==> config.mk <==
export PLATFORM = sky130hd
export DESIGN_NAME = telemetry_frame_crc_checker_unit
export DESIGN_NICKNAME = d
export VERILOG_FILES = /design/src/tfcc_pkg.sv /design/src/tfcc_crc_byte.sv /design/src/telemetry_frame_crc_checker_unit.sv
export SDC_FILE = /design/constraint.sdc
export NUM_CORES = 1
export LEC_CHECK = 0
export ABC_AREA = 1
export BUFFER_PORTS_ARGS = -buffer_cell sky130_fd_sc_hd__clkbuf_2
export CORE_MARGIN = 8
export CORE_UTILIZATION = 40
export CTS_CLUSTER_DIAMETER = 150
export DETAILED_ROUTE_END_ITERATION = 10
export PLACE_DENSITY = 0.59
export SLEW_MARGIN = 20
export SYNTH_ARGS = -nofsm -noshare
export SYNTH_HDL_FRONTEND = slang
export SYNTH_SLANG_ARGS = --single-unit
==> constraint.sdc <==
create_clock -name clk_i -period 4.82 [get_ports clk_i]
set_clock_uncertainty 0.1 [all_clocks]
set_input_delay 0.723 -clock clk_i [delete_from_list [all_inputs] [get_ports clk_i]]
set_output_delay 0.723 -clock clk_i [all_outputs]
set_load 0.005 [all_outputs]
==> src/tfcc_pkg.sv <==
// Shared types and constants for the telemetry frame CRC checker.
// Used by tfcc_crc_byte and telemetry_frame_crc_checker_unit.
package tfcc_pkg;

  localparam int unsigned MaxFrameBytes = 8191;
  localparam int unsigned CountWidth    = 13;
  localparam logic [CountWidth-1:0] CountCap =
      (MaxFrameBytes > 8191) ? 13'd8191 : CountWidth'(MaxFrameBytes);
  localparam logic [CountWidth-1:0] MinFrame      = 13'd13;
  localparam logic [CountWidth-1:0] FrameOverhead = 13'd17;
  localparam logic [CountWidth-1:0] LenHiPos      = 13'd11;
  localparam logic [CountWidth-1:0] LenLoPos      = 13'd12;

  localparam logic [15:0] CrcInit = 16'hFFFF;
  localparam logic [15:0] CrcPoly = 16'hA001;
  localparam logic [7:0]  StartReset = 8'd126;

  typedef enum logic [0:0] {
    CFG_START_FIRST  = 1'b0,
    CFG_START_SECOND = 1'b1
  } tfcc_cfg_e;

  typedef enum logic [1:0] {
    ST_OK       = 2'd0,
    ST_CRC_ERR  = 2'd1,
    ST_START_ERR = 2'd2,
    ST_LEN_ERR  = 2'd3
  } tfcc_status_e;

  typedef struct packed {
    logic [7:0] data_byte;
    logic       last_byte;
  } tfcc_in_t;

  typedef struct packed {
    tfcc_status_e          status;
    logic [15:0]           computed_crc;
    logic [CountWidth-1:0] frame_length;
  } tfcc_out_t;

endpackage

==> src/tfcc_crc_byte.sv <==
// One-byte CRC-16/MODBUS update (reflected, polynomial 0xA001).
// Depends on tfcc_pkg for the polynomial.
module tfcc_crc_byte (
  input  logic [15:0] crc_i,
  input  logic [7:0]  byte_i,
  output logic [15:0] crc_o
);
  import tfcc_pkg::*;

  always_comb begin
    logic [15:0] c;
    c = crc_i ^ {8'h00, byte_i};
    for (int i = 0; i < 8; i++) begin
      if (c[0]) begin
        c = (c >> 1) ^ CrcPoly;
      end else begin
        c = c >> 1;
      end
    end
    crc_o = c;
  end

endmodule

==> src/telemetry_frame_crc_checker_unit.sv <==
// Top level of the telemetry frame CRC checker: frame state and result register.
// Depends on tfcc_pkg and tfcc_crc_byte.
//
//   channel | direction | handshake              | payload
//   in      | input     | in_valid_i / in_ready_o | in_data_i  (tfcc_in_t)
//   out     | output    | out_valid_o / out_ready_i | out_data_o (tfcc_out_t)
//   cfg     | input     | cfg_we_i               | cfg_idx_i, cfg_wdata_i
//
// One word per cycle while ready; a result shows the cycle after its last byte.
// The CRC byte update, frame checks and status select sit between the frame
// state registers and the result register.
// Reset clears the frame state and loads both start bytes with 126.
// A new word is taken while the result register is empty or being drained.
module telemetry_frame_crc_checker_unit (
  input  logic                clk_i,
  input  logic                rst_ni,
  input  logic                in_valid_i,
  output logic                in_ready_o,
  input  tfcc_pkg::tfcc_in_t  in_data_i,
  output logic                out_valid_o,
  input  logic                out_ready_i,
  output tfcc_pkg::tfcc_out_t out_data_o,
  input  logic                cfg_we_i,
  input  logic [0:0]          cfg_idx_i,
  input  logic [7:0]          cfg_wdata_i
);
  import tfcc_pkg::*;

  logic [7:0]            start_first_q, start_second_q;
  logic [15:0]           crc_q, crc_d;
  logic [7:0]            dly0_q, dly0_d, dly1_q, dly1_d;
  logic [CountWidth-1:0] cnt_q, cnt_d;
  logic                  start_ok_q, start_ok_d;
  logic [11:0]           len_field_q, len_field_d;
  logic                  over_q, over_d;
  logic                  out_valid_q, out_valid_d;
  tfcc_out_t             out_data_q, out_data_d;

  logic                  in_fire;
  logic [15:0]           crc_fed, crc_cur;
  logic [CountWidth-1:0] len_new, body_len;
  logic [15:0]           rx_crc;
  tfcc_status_e          status;

  assign in_ready_o  = !out_valid_q || out_ready_i;
  assign in_fire     = in_valid_i && in_ready_o;
  assign out_valid_o = out_valid_q;
  assign out_data_o  = out_data_q;

  tfcc_crc_byte u_crc (
    .crc_i  (crc_q),
    .byte_i (dly1_q),
    .crc_o  (crc_fed)
  );

  always_comb begin
    logic       ok;
    logic [11:0] lf;
    logic [CountWidth-1:0] n;
    n  = cnt_q;
    ok = start_ok_q;
    lf = len_field_q;
    // the CRC trails the input by two bytes so the trailer stays out of it
    crc_cur = (n >= 13'd2) ? crc_fed : crc_q;
    if (n == 13'd0 && in_data_i.data_byte != start_first_q) ok = 1'b0;
    if (n == 13'd1 && in_data_i.data_byte != start_second_q) ok = 1'b0;
    if (n == LenHiPos) lf = {in_data_i.data_byte[3:0], lf[7:0]};
    if (n == LenLoPos) lf = {lf[11:8], in_data_i.data_byte};
    len_new  = (n < CountCap) ? n + 13'd1 : n;
    over_d   = over_q | (n >= CountCap);
    body_len = len_new - FrameOverhead;
    rx_crc   = {dly0_q, in_data_i.data_byte};

    if (len_new < MinFrame || over_d) begin
      status = ST_LEN_ERR;
    end else if (crc_cur != rx_crc) begin
      status = ST_CRC_ERR;
    end else if (!ok) begin
      status = ST_START_ERR;
    end else if (len_new < FrameOverhead || {1'b0, lf} != body_len) begin
      status = ST_LEN_ERR;
    end else begin
      status = ST_OK;
    end

    crc_d       = crc_q;
    dly0_d      = dly0_q;
    dly1_d      = dly1_q;
    cnt_d       = cnt_q;
    start_ok_d  = start_ok_q;
    len_field_d = len_field_q;
    out_valid_d = out_valid_q && !out_ready_i;
    out_data_d  = out_data_q;

    if (in_fire) begin
      if (in_data_i.last_byte) begin
        // close the frame: emit the result and clear for the next one
        out_valid_d             = 1'b1;
        out_data_d.status       = status;
        out_data_d.computed_crc = crc_cur;
        out_data_d.frame_length = len_new;
        crc_d       = CrcInit;
        dly0_d      = 8'h00;
        dly1_d      = 8'h00;
        cnt_d       = '0;
        start_ok_d  = 1'b1;
        len_field_d = '0;
      end else begin
        crc_d       = crc_cur;
        dly1_d      = dly0_q;
        dly0_d      = in_data_i.data_byte;
        cnt_d       = len_new;
        start_ok_d  = ok;
        len_field_d = lf;
      end
    end
  end

  logic over_next;
  assign over_next = in_fire ? (over_d && !in_data_i.last_byte) : over_q;

  always_ff @(posedge clk_i or negedge rst_ni) begin
    if (!rst_ni) begin
      start_first_q  <= StartReset;
      start_second_q <= StartReset;
      crc_q          <= CrcInit;
      dly0_q         <= 8'h00;
      dly1_q         <= 8'h00;
      cnt_q          <= '0;
      start_ok_q     <= 1'b1;
      len_field_q    <= '0;
      over_q         <= 1'b0;
      out_valid_q    <= 1'b0;
    end else begin
      if (cfg_we_i) begin
        case (cfg_idx_i)
          CFG_START_FIRST:  start_first_q  <= cfg_wdata_i;
          CFG_START_SECOND: start_second_q <= cfg_wdata_i;
          default: ;
        endcase
      end
      crc_q       <= crc_d;
      dly0_q      <= dly0_d;
      dly1_q      <= dly1_d;
      cnt_q       <= cnt_d;
      start_ok_q  <= start_ok_d;
      len_field_q <= len_field_d;
      over_q      <= over_next;
      out_valid_q <= out_valid_d;
    end
  end

  always_ff @(posedge clk_i) begin
    out_data_q <= out_data_d;
  end

`ifndef SYNTH
  a_ready_when_empty: assert property (@(posedge clk_i) disable iff (!rst_ni)
    !out_valid_q |-> in_ready_o) else $error("input stalled with empty result register");

  a_last_gives_result: assert property (@(posedge clk_i) disable iff (!rst_ni)
    (in_fire && in_data_i.last_byte) |=> out_valid_o)
    else $error("last byte taken without a result");

  a_frame_cleared: assert property (@(posedge clk_i) disable iff (!rst_ni)
    (in_fire && in_data_i.last_byte) |=> (cnt_q == '0 && crc_q == CrcInit && !over_q))
    else $error("frame state not cleared after last byte");

  a_count_capped: assert property (@(posedge clk_i) disable iff (!rst_ni)
    cnt_q <= CountCap) else $error("byte count above cap");
`endif

endmodule

== Word-level counts from Yosys, hierarchy flattened ==
Cells that the tools add are included.

* Add/sub/neg operators: 2
* Magnitude comparators: 5
* Equality and inequality tests: 7
* Mux-type cells: 25
* Bitwise operators: 11
* Reduce and logical (&&, ||, !) cells: 16

{| class="wikitable"
|+ Operator list
! cell !! number
|-
| 16-bit two-way mux || 10
|-
| 13-bit by 4-bit == test with 1-bit output, second input constant || 2
|-
| 13-bit two-way mux || 2
|-
| 12-bit two-way mux || 2
|-
| 8-bit two-way mux || 3
|-
| 2-bit NOT with 3-bit output || 8
|-
| 16-bit != test || 1
|-
| 8-bit != test || 2
|-
| 16-bit by 8-bit XOR with 16-bit output || 1
|-
| 13-bit by 1-bit adder with 13-bit output, second input constant || 1
|-
| 13-bit by 1-bit == test with 1-bit output, second input constant || 1
|-
| 13-bit >= comparator, second input constant || 1
|-
| 13-bit by 2-bit >= comparator with 1-bit output, second input constant || 1
|-
| 13-bit logical NOT || 1
|-
| 13-bit less-than comparator, second input constant || 1
|-
| 13-bit by 4-bit less-than comparator with 1-bit output, second input constant || 1
|-
| 13-bit by 5-bit less-than comparator with 1-bit output, second input constant || 1
|-
| 12-bit by 13-bit != test with 1-bit output || 1
|-
| 13-bit by 5-bit subtractor with 13-bit output, second input constant || 1
|-
| 2-bit two-way mux || 3
|-
| 2-bit AND reduction || 3
|-
| 1-bit logical AND || 5
|-
| 1-bit two-way mux || 5
|-
| 1-bit logical NOT || 3
|-
| 4 further kinds || 6
|}

* Register bits after elaboration: 107
* Input bits: 23
* Output and inout bits: 33
* Logic and storage cells: 80

== Logic depth before layout (Yosys ltp) ==
Gate-level depths: netlist of the first run.

* Depth in word-level cells: 20
* Depth in mapped cells: 20
* Depth with buffers taken out: 20

== Hierarchy ==
Synthesis of the first run repeated with hierarchy kept, for this count alone.

* Cell total of the unflattened synthesis: 801
* Area, all modules: 6344.8 µm²

{| class="wikitable"
|+ By module, submodules not included
! module !! instances !! cells an instance !! area an instance (µm²)
|-
| telemetry_frame_crc_checker_unit || 1 || 736 || 5899.4
|-
| tfcc_crc_byte || 1 || 65 || 445.4
|}

== Worst setup path after synthesis of the first run ==
No wires, ideal clock.

* Path kind: input-to-reg
* From: input out_ready_i
* To: register over_q
* Setup time: 0.120 ns
* Arrival: 2.719 ns
* Data required time: 4.600 ns
* Setup slack: 1.881 ns
* Stages: 7
* Buffers on the path: 0
* Path through: inv_1 -> nand2_1 -> nand2_1 -> nor2_1 -> inv_1 -> o211ai_1 -> inv_1

* Longest elaborated chain between the ends: 2

{| class="wikitable"
|+ Ends and longest elaborated chain
! what !! line !! source
|-
| from (decl) || telemetry_frame_crc_checker_unit.sv:21 || <nowiki>input logic out_ready_i,</nowiki>
|-
| 1-bit logical OR || telemetry_frame_crc_checker_unit.sv:45 || <nowiki>assign in_ready_o = !out_valid_q || out_ready_i;</nowiki>
|-
| via in_ready_o || telemetry_frame_crc_checker_unit.sv:18 || <nowiki>output logic in_ready_o,</nowiki>
|-
| 1-bit logical AND || telemetry_frame_crc_checker_unit.sv:46 || <nowiki>assign in_fire = in_valid_i && in_ready_o;</nowiki>
|-
| to (signal assigned) || telemetry_frame_crc_checker_unit.sv:148 || <nowiki>over_q <= over_next;</nowiki>
|-
| to (decl) || telemetry_frame_crc_checker_unit.sv:35 || <nowiki>logic over_q, over_d;</nowiki>
|}

The timed path passes the listed nets, and every way through them passes these cells.
A chain may end at the register's enable or synchronous reset.

== Worst setup path in the final report of the first run ==
* From: register cnt_q[0]
* To: register out_data_q, in the netlist out_data_o[30], data pin

* Longest elaborated chain between the ends: 8
* Elaborated cells between the ends (all ways): 27
* Those cells by class: add/sub: 2; order compare: 5; eq/ne: 5; mux: 9; bitwise: 1; reduce/logical: 5

{| class="wikitable"
|+ Ends and longest elaborated chain
! what !! line !! source
|-
| from (decl) || telemetry_frame_crc_checker_unit.sv:32 || <nowiki>logic [CountWidth-1:0] cnt_q, cnt_d;</nowiki>
|-
| from (signal assigned) || telemetry_frame_crc_checker_unit.sv:145 || <nowiki>cnt_q <= cnt_d;</nowiki>
|-
| 13-bit by 1-bit adder with 13-bit output or 13-bit less-than comparator (tied branches) || telemetry_frame_crc_checker_unit.sv:69 || <nowiki>len_new = (n < CountCap) ? n + 13'd1 : n;</nowiki>
|-
| 13-bit two-way mux || telemetry_frame_crc_checker_unit.sv:69 ||
|-
| 13-bit by 5-bit subtractor with 13-bit output || telemetry_frame_crc_checker_unit.sv:71 || <nowiki>body_len = len_new - FrameOverhead;</nowiki>
|-
| 12-bit by 13-bit != test with 1-bit output || telemetry_frame_crc_checker_unit.sv:80 || <nowiki>end else if (len_new < FrameOverhead || {1'b0, lf} != body_len) begin</nowiki>
|-
| 1-bit logical OR || telemetry_frame_crc_checker_unit.sv:80 ||
|-
| 2-bit two-way mux || telemetry_frame_crc_checker_unit.sv:80 ||
|-
| 2-bit two-way mux || telemetry_frame_crc_checker_unit.sv:78 || <nowiki>end else if (!ok) begin</nowiki>
|-
| 2-bit two-way mux || telemetry_frame_crc_checker_unit.sv:76 || <nowiki>end else if (crc_cur != rx_crc) begin</nowiki>
|-
| to (signal assigned) || telemetry_frame_crc_checker_unit.sv:154 || <nowiki>out_data_q <= out_data_d;</nowiki>
|-
| to (decl) || telemetry_frame_crc_checker_unit.sv:37 || <nowiki>tfcc_out_t out_data_q, out_data_d;</nowiki>
|}

Several ways; a longest one is shown, not always the timed one.

==> results of run 1 <==
==> state kept, by name (all words and copies together), names as in the netlist <==
| name | count |
|---|---|
| start_second_q | 8 |
| dly0_q | 8 |
| out_valid_o | 1 |
| crc_q | 16 |
| over_q | 1 |
| cnt_q | 13 |
| len_field_q | 12 |
| out_data_o | 31 |
| start_ok_q | 1 |
| start_first_q | 8 |
| dly1_q | 8 |
==> cells in the mapped netlist <==
cell type	number	area, µm²
nand4_1	8	50.1
nand2_4	3	33.8
dfstp_2	29	762
nand2b_1	1	6.26
nand2_1	269	1010
nor4_1	2	12.5
buf_6	3	33.8
nand3_2	5	50.1
buf_2	3	15.0
o21ai_2	4	35.0
nand2_2	11	68.8
a21oi_1	3	15.0
buf_8	1	15.0
xnor2_1	14	123
inv_1	129	484
o211ai_1	1	7.51
nand3_1	74	370
nor2_4	4	45.0
xor2_1	14	123
inv_2	4	15.0
o21ai_1	2	10.0
or2_1	1	6.26
clkbuf_1	10	37.5
o21ai_0	32	160
o22ai_1	51	319
nor2_2	6	37.5
nand3b_1	5	37.5
buf_1	3	11.3
a31oi_1	2	12.5
nor3_1	2	10.0
nor2_1	45	169
nor3b_1	1	7.51
edfxtp_1	31	931
ha_1	6	75.1
dfrtp_1	47	1180
==> routing by layer <==
layer / up-vias / GRT usage (%) / share of wire (%) / wire, µm
li1: 2751 / - / - / -
met1: 2483 / 24.0 / 51 / 8200
met2: 137 / 25.3 / 42 / 6790
met3: 24 / 2.60 / 5.0 / 801
met4: 0 / 6.17 / 1.8 / 282
met5: - / 0 / 0 / 0
==> path summary, 6_finish.rpt <==
check	start	endpoint
min	rst_ni	start_second_q[7]
max	cnt_q[0]	out_data_o[30]
max in group asynchronous	rst_ni	start_ok_q
max reg2reg	cnt_q[0]	out_data_o[30]
min in group clk_i	start_second_q[3]	start_second_q[3]
min reg2reg	start_second_q[3]	start_second_q[3]
==> stage by stage <==
step | utilization, % | std cells | hold WS [ps] | area, µm²
floorplan | - | 826 | 327 | 6270
global placement | 44.1 | 1074 | 387 | 6730
detailed placement | 44.1 | 1074 | 391 | 6730
CTS | 46.1 | 1090 | 298 | 7040
global route | 46.1 | 1090 | 335 | 7040
finish | 46.1 | 1090 | 289 | 7040
==> power by group through the flow <==
stage               Combinational (mW)  Clock (mW)  Sequential [mW]
finish                            1.08       0.767             1.26
global route                      1.25       0.817             1.28
CTS                               1.08       0.785             1.26
detailed placement                1.08           0             1.28
global placement                  1.07           0             1.28
floorplan                        0.824           0             1.25
==> critical path, cell delays in order, from the launching register on <==
cell      delay [ps]
dfrtp_1          480
inv_1            160
ha_1             210
nand3_1          100
nor2_2           240
nand2_1          310
o21ai_0          380
xor2_1           200
nand2b_1         120
nand3_1           80
nor2_1           160
nand4_1          100
nand2_1           80
nand2_1           50
==> layout make-up <==
| class | instances | area [µm²] |
|---|---|---|
| clock inverters | 3 | 16.3 |
| inverters | 133 | 499 |
| flip-flops and latches | 107 | 2870 |
| clock buffers | 13 | 293 |
| multi-input cells | 566 | 2800 |
| repair buffers | 57 | 293 |
| fillers | 1519 | 8220 |
| well taps | 211 | 264 |
==> cell families after synthesis <==
kind of cell	Yosys count	share of synthesized area, %
buffers and inverters	153	9.75
AOI/OAI and AO/OA	95	8.91
and+or+nand+nor	437	30.5
xor gates and xnor gates	28	3.91
DFF	107	45.7
adders and majority gates	6	1.20
==> metrics.txt, run 1 <==
Slew Viols, Final 0; Gate power share 34.8%; power share of the clock group 24.6%; Leak Pwr 3.56 nW; Clk Latency, worst-skew pair 350 ps; chip height 141 µm; clk root buf clkbuf_16; postcts setup bufs 0; syn_nets 855; TritonCTS buffer count 9; crit path DAT 3010 ps; synthesis-stage register bit count 107; Tcrit/Tclk final 62.2%; Mapped Cells 826; # nets final 903; CTS tree done; Via density 4.95; sequential element share of the synthesized area 45.7%; initial core utilization 41.1%; vias in the first global route 5230; Clock Path Buffers 2; die area 20000 µm²; Worst VDD drop 0.194 mV; worst hold path type in -> async; Row Count 45; diode count 0; total power 3.11 mW; total negative slack 0 ps; Seq pwr share 40.6%; Switching Fraction 37.4%; average size of a mapped cell 7.60 µm²; r2r setup slk 1820 ps; status finished clean; Synth Cell Area 6270 µm²; Tmin final 3000 ps; most frequent cells in the layout 269 x nand2_1, 128 x inv_1, 74 x nand3_1; I/O pin cnt 56; CTS resizes 0; TritonRoute pass-1 iters 8; die width 141 µm; Tightest Pin Transition 1060 ps; initial antenna violation count 0; maxcap violations 0; CP Launch Type flip-flop; final wirelength 16100 µm; antenna viol nets, final 0; synth unique cells 35; Worst-path clk slew 70 ps; hold_buf cts 0; Psw 1.16 mW; first-pass GRT wire length 26800 µm; Final setup viols 0; final hold viol count 0; RD Place Congestion 0.871; Worst R2R Path Depth 13; GRT Util Overall 16.9%; Pwr per Cell Area 442 nW/µm²; DRC 0; Area Growth Syn to Fin 12.1%; gr ovfl total 0; via count 5395; largest net degree at the start of global routing 54; area of the core 15300 µm²; # clock sinks 107; Max Fanout on Critical Path 12; WP data required 4830 ps; critical setup path kind reg -> reg; 1st-iter DRT viols 500; synth warn 0; Post-Place Setup Slack 1860 ps; Fmax 0.334 GHz; htree depth 3; Internal 1.95 mW; Final WS setup 1820 ps; WL/cell 14.7 µm; Worst setup EP type flip-flop; share of layout cells above drive strength 1 15.8%; PortBufs 55; hpwl dp 11900 µm; relative slew slack 29.4%; commonest non-fill, non-tap cell in the layout nand2_1; RSZ-0062 raised after global routing no
Note: power is estimated with default switching activity, not from simulation.
==> run 2, diff against run 1 <==
--- a/config.mk
+++ b/config.mk
@@ -11,7 +11,7 @@
 export CORE_UTILIZATION = 40
 export CTS_CLUSTER_DIAMETER = 150
 export DETAILED_ROUTE_END_ITERATION = 10
-export PLACE_DENSITY = 0.59
+export PLACE_DENSITY = 0.61
 export SLEW_MARGIN = 20
 export SYNTH_ARGS = -nofsm -noshare
 export SYNTH_HDL_FRONTEND = slang
==> constraint.sdc (replaced) <==
create_clock -name clk_i -period 2.6 [get_ports clk_i]
set_clock_uncertainty 0.1 [all_clocks]
set_input_delay 0.39 -clock clk_i [delete_from_list [all_inputs] [get_ports clk_i]]
set_output_delay 0.39 -clock clk_i [all_outputs]
set_load 0.005 [all_outputs]
==> run 2 against run 1 <==
Against the previous run: the run now ends with negative setup slack left; clock-buffer cell count stayed put; die area stayed put; sequential power is 87% higher; first-iteration DRC count is 1.2% higher; non-clock buffer count is 90 higher; hold slack worse by 150 ps; fmax is 14% higher; utilization is 7.2 points higher; register-to-register slack worse by 1800 ps; critical path depth is 7 higher; critical path type unchanged; highest routed layer unchanged.
==> metrics.txt, run 2 (synthesized netlist as in run 1, its figures left out) <==
Row Count 45 (unchanged); Final WS setup -25.2 ps (-1850 ps); Final setup viols 1 (+1); chip height 141 µm (unchanged); Worst R2R End out_data_o[29]; Switching Fraction 37.5% (+0.088 points); Finished Layout Cells 1180 (+8.3%); Clock Path Buffers 2 (unchanged); status finished with violations; hold path endpoint start_second_q[3]; Area Growth Syn to Fin 29.6%; relative slew slack 65.6% (+36 points); PortBufs 55 (unchanged); Tightest Pin Transition 516 ps (-540 ps); initial antenna violation count 0 (unchanged); Worst R2R Path Depth 20 (+7); Hold Path Stages 3; Seq pwr share 36.3% (-4.3 points); initial core utilization 41.1% (unchanged); clk root buf clkbuf_16; die width 141 µm (unchanged); Psw 2.42 mW (+110%); Gate power share 42.6% (+7.8 points); crit path DAT 2630 ps (-380 ps); Pwr per Cell Area 794 nW/µm² (+80%); 1st-iter DRT viols 506 (+1.2%); Worst setup EP type flip-flop; final wirelength 17400 µm (+8.2%); WP data required 2600 ps (-2230 ps); total power 6.46 mW (+110%); power share of the clock group 21.1% (-3.5 points); Cell Area, Placed 7280 µm² (+8.2%); commonest non-fill, non-tap cell in the layout nand2_1; WL/cell 14.7 µm (about the same); total negative slack -25.2 ps (-25.2 ps); first-pass GRT wire length 28200 µm (+5.6%); most frequent cells in the layout 245 x nand2_1, 121 x inv_1, 76 x buf_4; Largest register FFs 31 (unchanged); DRC 0 (unchanged); I/O pin cnt 56 (unchanged); CP Launch Type flip-flop; Internal 4.04 mW (+110%); area of the core 15300 µm² (unchanged); r2r setup slk -30 ps (-1850 ps); largest net degree at the start of global routing 57 (+5.6%); TritonRoute pass-1 iters 7 (-1); GRT Util Overall 17.7% (+0.88 points); worst hold path type in -> reg; Worst VDD drop 0.346 mV (+79%); # clock sinks 107 (unchanged); RSZ-0062 raised after global routing yes; htree depth 3 (unchanged); Slew Viols, Final 0 (unchanged); hpwl dp 12500 µm (+5.7%); antenna viol nets, final 0 (unchanged); Fmax 0.381 GHz (+14%); die area 20000 µm² (unchanged); failing checks negative setup slack; share of layout cells above drive strength 1 30.9% (+15 points); RD Place Congestion 0.875 (+0.46%); # nets final 993 (+10%); TritonCTS buffer count 9 (unchanged); Leak Pwr 4.09 nW (+15%); Via density 4.92 (-0.50%); Max Fanout on Critical Path 6 (-6); maxcap violations 0 (unchanged); via count 5811 (+7.7%); diode count 0 (unchanged); Min-Delay Startpoint cfg_wdata_i[3]; gr ovfl total 0 (unchanged); Clk Latency, worst-skew pair 360 ps (about the same); Design Area, Final 8130 µm² (+16%); Crit Reg-Reg Startpoint cnt_q[0]; Worst-path clk slew 70 ps (about the same); vias in the first global route 5516 (+5.5%); CTS tree done; critical setup path kind reg -> reg; Tmin final 2630 ps (-371 ps); placed cell count 1139 (+6.1%); final hold viol count 0 (unchanged); Tcrit/Tclk final 101% (+39 points)
run 2: layer usage:
metal	wire length [µm]	part of all wire [%]	vias up	global-route usage [%]
met5	0	0	-	0
met4	225	1.3	0	5.20
met3	976	5.6	19	3.04
met2	7640	44	165	27.1
met1	8540	49	2695	25.1
li1	-	-	2932	-
run 2: cell type report:
cell class / count / area [µm²]
inverters: 133 / 505
flip-flops and latches: 107 / 2870
well taps: 211 / 264
multi-input cells: 566 / 3120
clock buffers: 13 / 272
repair buffers: 147 / 1080
fillers: 1437 / 7130
clock inverters: 3 / 21.3
run 2: worst max-delay path by stage:
stage	start	to	cells after the start	slack, ps
after CTS	cnt_q[10]	out_data_o[29]	15	2
after detailed placement	cnt_q[0]	out_data_o[29]	18	-30
after global routing	cnt_q[0]	out_data_o[29]	20	-180
final	cnt_q[0]	out_data_o[29]	20	-30
after floorplan	cnt_q[0]	out_data_o[30]	15	150
after global placement	cnt_q[0]	out_data_o[29]	18	-10
run 2: power by group through the flow:
stage	clock network [mW]	logic [mW]	registers (mW)
after global routing	1.45	3.08	2.38
final	1.36	2.75	2.35
after global placement	0	2.27	2.35
after floorplan	0	1.53	2.32
after CTS	1.39	2.50	2.34
after detailed placement	0	2.29	2.36
run 2: stage by stage:
| step | hold WS, ps | setup slack [ps] | utilization (%) |
|---|---|---|---|
| 6_report | 139 | -25.2 | 53.3 |
| 5_1_grt | 161 | -178 | 53.3 |
| 4_1_cts | 133 | 1.77 | 50.8 |
| 3_5_place_dp | 304 | -33.8 | 47.7 |
| 3_3_place_gp | 310 | -12.3 | 47.7 |
| 2_1_floorplan | -5.59 | 149 | - |
run 2: what timing repair did:
item	4_1_cts	5_1_grt
buffers inserted	7	16
pin swaps	20	33
endpoints found under the hold margin	16	0
hold buffers	1	0
gates resized for setup	32	75
endpoints found under the setup margin	2	2
gates cloned	1	0
run 2: worst max-delay path, cell delays in order, from the launching register on:
cell and delay [ps]:
dfrtp_1 440, inv_2 120, buf_6 120, ha_4 130, nand2_2 60, nor2_4 140
nand2_4 80, nand2_8 110, buf_6 130, buf_4 110, nand2_2 60, nand3_2 80
nand2_2 60, nor2_1 90, nand2_1 70, inv_1 60, nand2_2 60, nor2_1 100
nand3_1 90, nor2_2 120, nand2_1 60
==> run 3, diff against run 2 <==
--- a/config.mk
+++ b/config.mk
@@ -8,10 +8,11 @@
 export ABC_AREA = 1
 export BUFFER_PORTS_ARGS = -buffer_cell sky130_fd_sc_hd__clkbuf_2
 export CORE_MARGIN = 8
-export CORE_UTILIZATION = 40
+export CORE_UTILIZATION = 54
 export CTS_CLUSTER_DIAMETER = 150
 export DETAILED_ROUTE_END_ITERATION = 10
-export PLACE_DENSITY = 0.61
+export PLACE_DENSITY = 0.78
+export SKIP_CTS_REPAIR_TIMING = 1
 export SLEW_MARGIN = 20
 export SYNTH_ARGS = -nofsm -noshare
 export SYNTH_HDL_FRONTEND = slang
==> run 3 against run 2 <==
Against the previous run: critical path depth fell by 6; utilization rose by 13 points; combinational power decreased by 12%; register-to-register slack got worse by 30 ps; critical endpoint is now out_data_o[30]; fmax fell by 1.2%; the flow finishes with violations (negative hold slack, negative setup slack).
==> metrics.txt, run 3 (synthesized netlist as in run 1, its figures left out) <==
RD Place Congestion 0.921 (+5.2%); I/O pin cnt 56 (unchanged); clk root buf clkbuf_16; filler instances 951 (-34%); largest net degree at the start of global routing 48 (-16%); crit-path max cell delay 390 ps (-50 ps); antenna viol nets, final 0 (unchanged); # nets final 957 (-3.6%); initial core utilization 55.2% (+14 points); Critical Path, Cell by Cell inv_1, ha_1, nor2_2, ha_2, nand4_1, or2_1, nand2_1, nand2_1, nand2_1, o21ai_0, nor2_2, nand4_1, nand2_1, nand2_1; Clk Latency, worst-skew pair 350 ps (about the same); Met3 Wirelength 1220 µm (+25%); TritonRoute pass-1 iters 6 (-1); critical setup path kind reg -> reg; htree depth 3 (unchanged); diode count 0 (unchanged); Via density 5.43 (+10%); Tcrit/Tclk final 102% (+1.2 points); CTS tree done; initial antenna violation count 0 (unchanged); Slew Viols, Final 0 (unchanged); hold slack -38.2 ps (-178 ps); Crit path top cell by count nand2_1; Max Fanout on Critical Path 4 (-2); vias in the first global route 5263 (-4.6%); Fmax 0.376 GHz (-1.2%); die area 15300 µm² (-23%); relative slew slack 57.3% (-8.3 points); total negative slack -92.2 ps (-67.0 ps); Cell Area, Placed 7000 µm² (-3.7%); Top Family by Delay on Critical Path simple AND/OR/NAND/NOR gates; RSZ-0062 raised after global routing yes; Clock Path Buffers 2 (unchanged); WL/cell 15.1 µm (+2.8%); hpwl dp 11900 µm (-5.1%); gr ovfl total 0 (unchanged); most frequent cells in the layout 259 x nand2_1, 121 x inv_1, 73 x nand3_1; status finished with violations; die width 124 µm (-12%); CP Launch Type flip-flop; Final WS setup -57.1 ps (-31.9 ps); DRC 0 (unchanged); Worst VDD drop 0.524 mV (+51%); first-pass GRT wire length 25800 µm (-8.6%); Worst-path clk slew 70 ps (about the same); failing checks negative hold slack, negative setup slack; TritonCTS buffer count 9 (unchanged); Max Used Layer met4; commonest non-fill, non-tap cell in the layout nand2_1; Final setup viols 2 (+1); r2r setup slk -60 ps (-30 ps); routed wl met2 7420 µm (-2.9%); Area Growth Syn to Fin 20.8%; Reg area 2870 µm² (about the same); final wirelength 16300 µm (-6.3%); crit path DAT 2670 ps (+40 ps); WP data required 2610 ps (about the same); Tightest Pin Transition 641 ps (+125 ps); chip height 124 µm (-12%); share of layout cells above drive strength 1 24.2% (-6.6 points); worst hold path type in -> async; Tmin final 2660 ps (+31.9 ps); multi-input combinational cell area 2910 µm² (-6.6%); Pwr per Cell Area 825 nW/µm² (+3.9%); Largest register FFs 31 (unchanged); # clock sinks 107 (unchanged); final hold viol count 24 (+24); 1st-iter DRT viols 433 (-14%); Worst setup EP type flip-flop; GRT Util Overall 21.7% (+4.0 points); Row Count 39 (-13%); via count 5841 (+0.52%); area of the core 11400 µm² (-25%); CP bufs+invs 1 (-4); Leak Pwr 3.87 nW (-5.4%); wire length on met1 7380 µm (-14%); Slowest-stage cell, CP dfrtp_1; PortBufs 55 (unchanged); maxcap violations 0 (unchanged); Design Area, Final 7580 µm² (-6.8%)
## run 3: cell types whose count changed in the layout (fill, tap and decap cells not counted), moves of 5 or more
cell	delta
buf_6	-8
nand2_2	-13
nand3_2	-10
nand3_1	+12
nor2_1	+7
buf_4	-27
nand2_1	+14
nor2_2	-5
## run 3: layout make-up
class / instances / area share, %
Inverter: 133 / 6.63
Multi-Input combinational cell: 566 / 38.4
Tap cell: 143 / 2.36
Timing Repair Buffer: 111 / 10.5
Clock inverter: 7 / 1.30
Clock buffer: 9 / 2.97
Sequential cell: 107 / 37.9
## run 3: stage by stage
stage	std cells	worst slack [ps]	total power, mW	utilization, %
6_report	1076	-57.1	6.26	66.7
5_1_grt	1076	-206	6.65	66.7
4_1_cts	1062	-47.6	6.04	64.5
3_5_place_dp	1046	-30.3	4.54	61.6
3_3_place_gp	1046	0.659	4.48	61.6
2_1_floorplan	826	149	3.85	-
## run 3: path summary, 6_finish.rpt
check	start	end	cells past startpoint
hold / removal	rst_ni	start_second_q[7]	1
min in group clk_i	cfg_wdata_i[3]	start_first_q[3]	3
max in group asynchronous	rst_ni	start_ok_q	2
setup / recovery	cnt_q[0]	out_data_o[30]	14
hold reg to reg	start_second_q[1]	start_second_q[1]	2
setup reg to reg	cnt_q[0]	out_data_o[30]	14
## run 3: power breakdown
part	switching, mW	internal (mW)	total [mW]
Combinational	1.44	0.988	2.43
Sequential	0.192	2.14	2.33
Clock	0.641	0.851	1.49
## run 3: per-layer routing
metal	up-vias	global-route usage, %
li1	2864	-
met4	0	7.90
met3	19	4.35
met5	-	0
met1	2739	30.2
met2	219	32.9
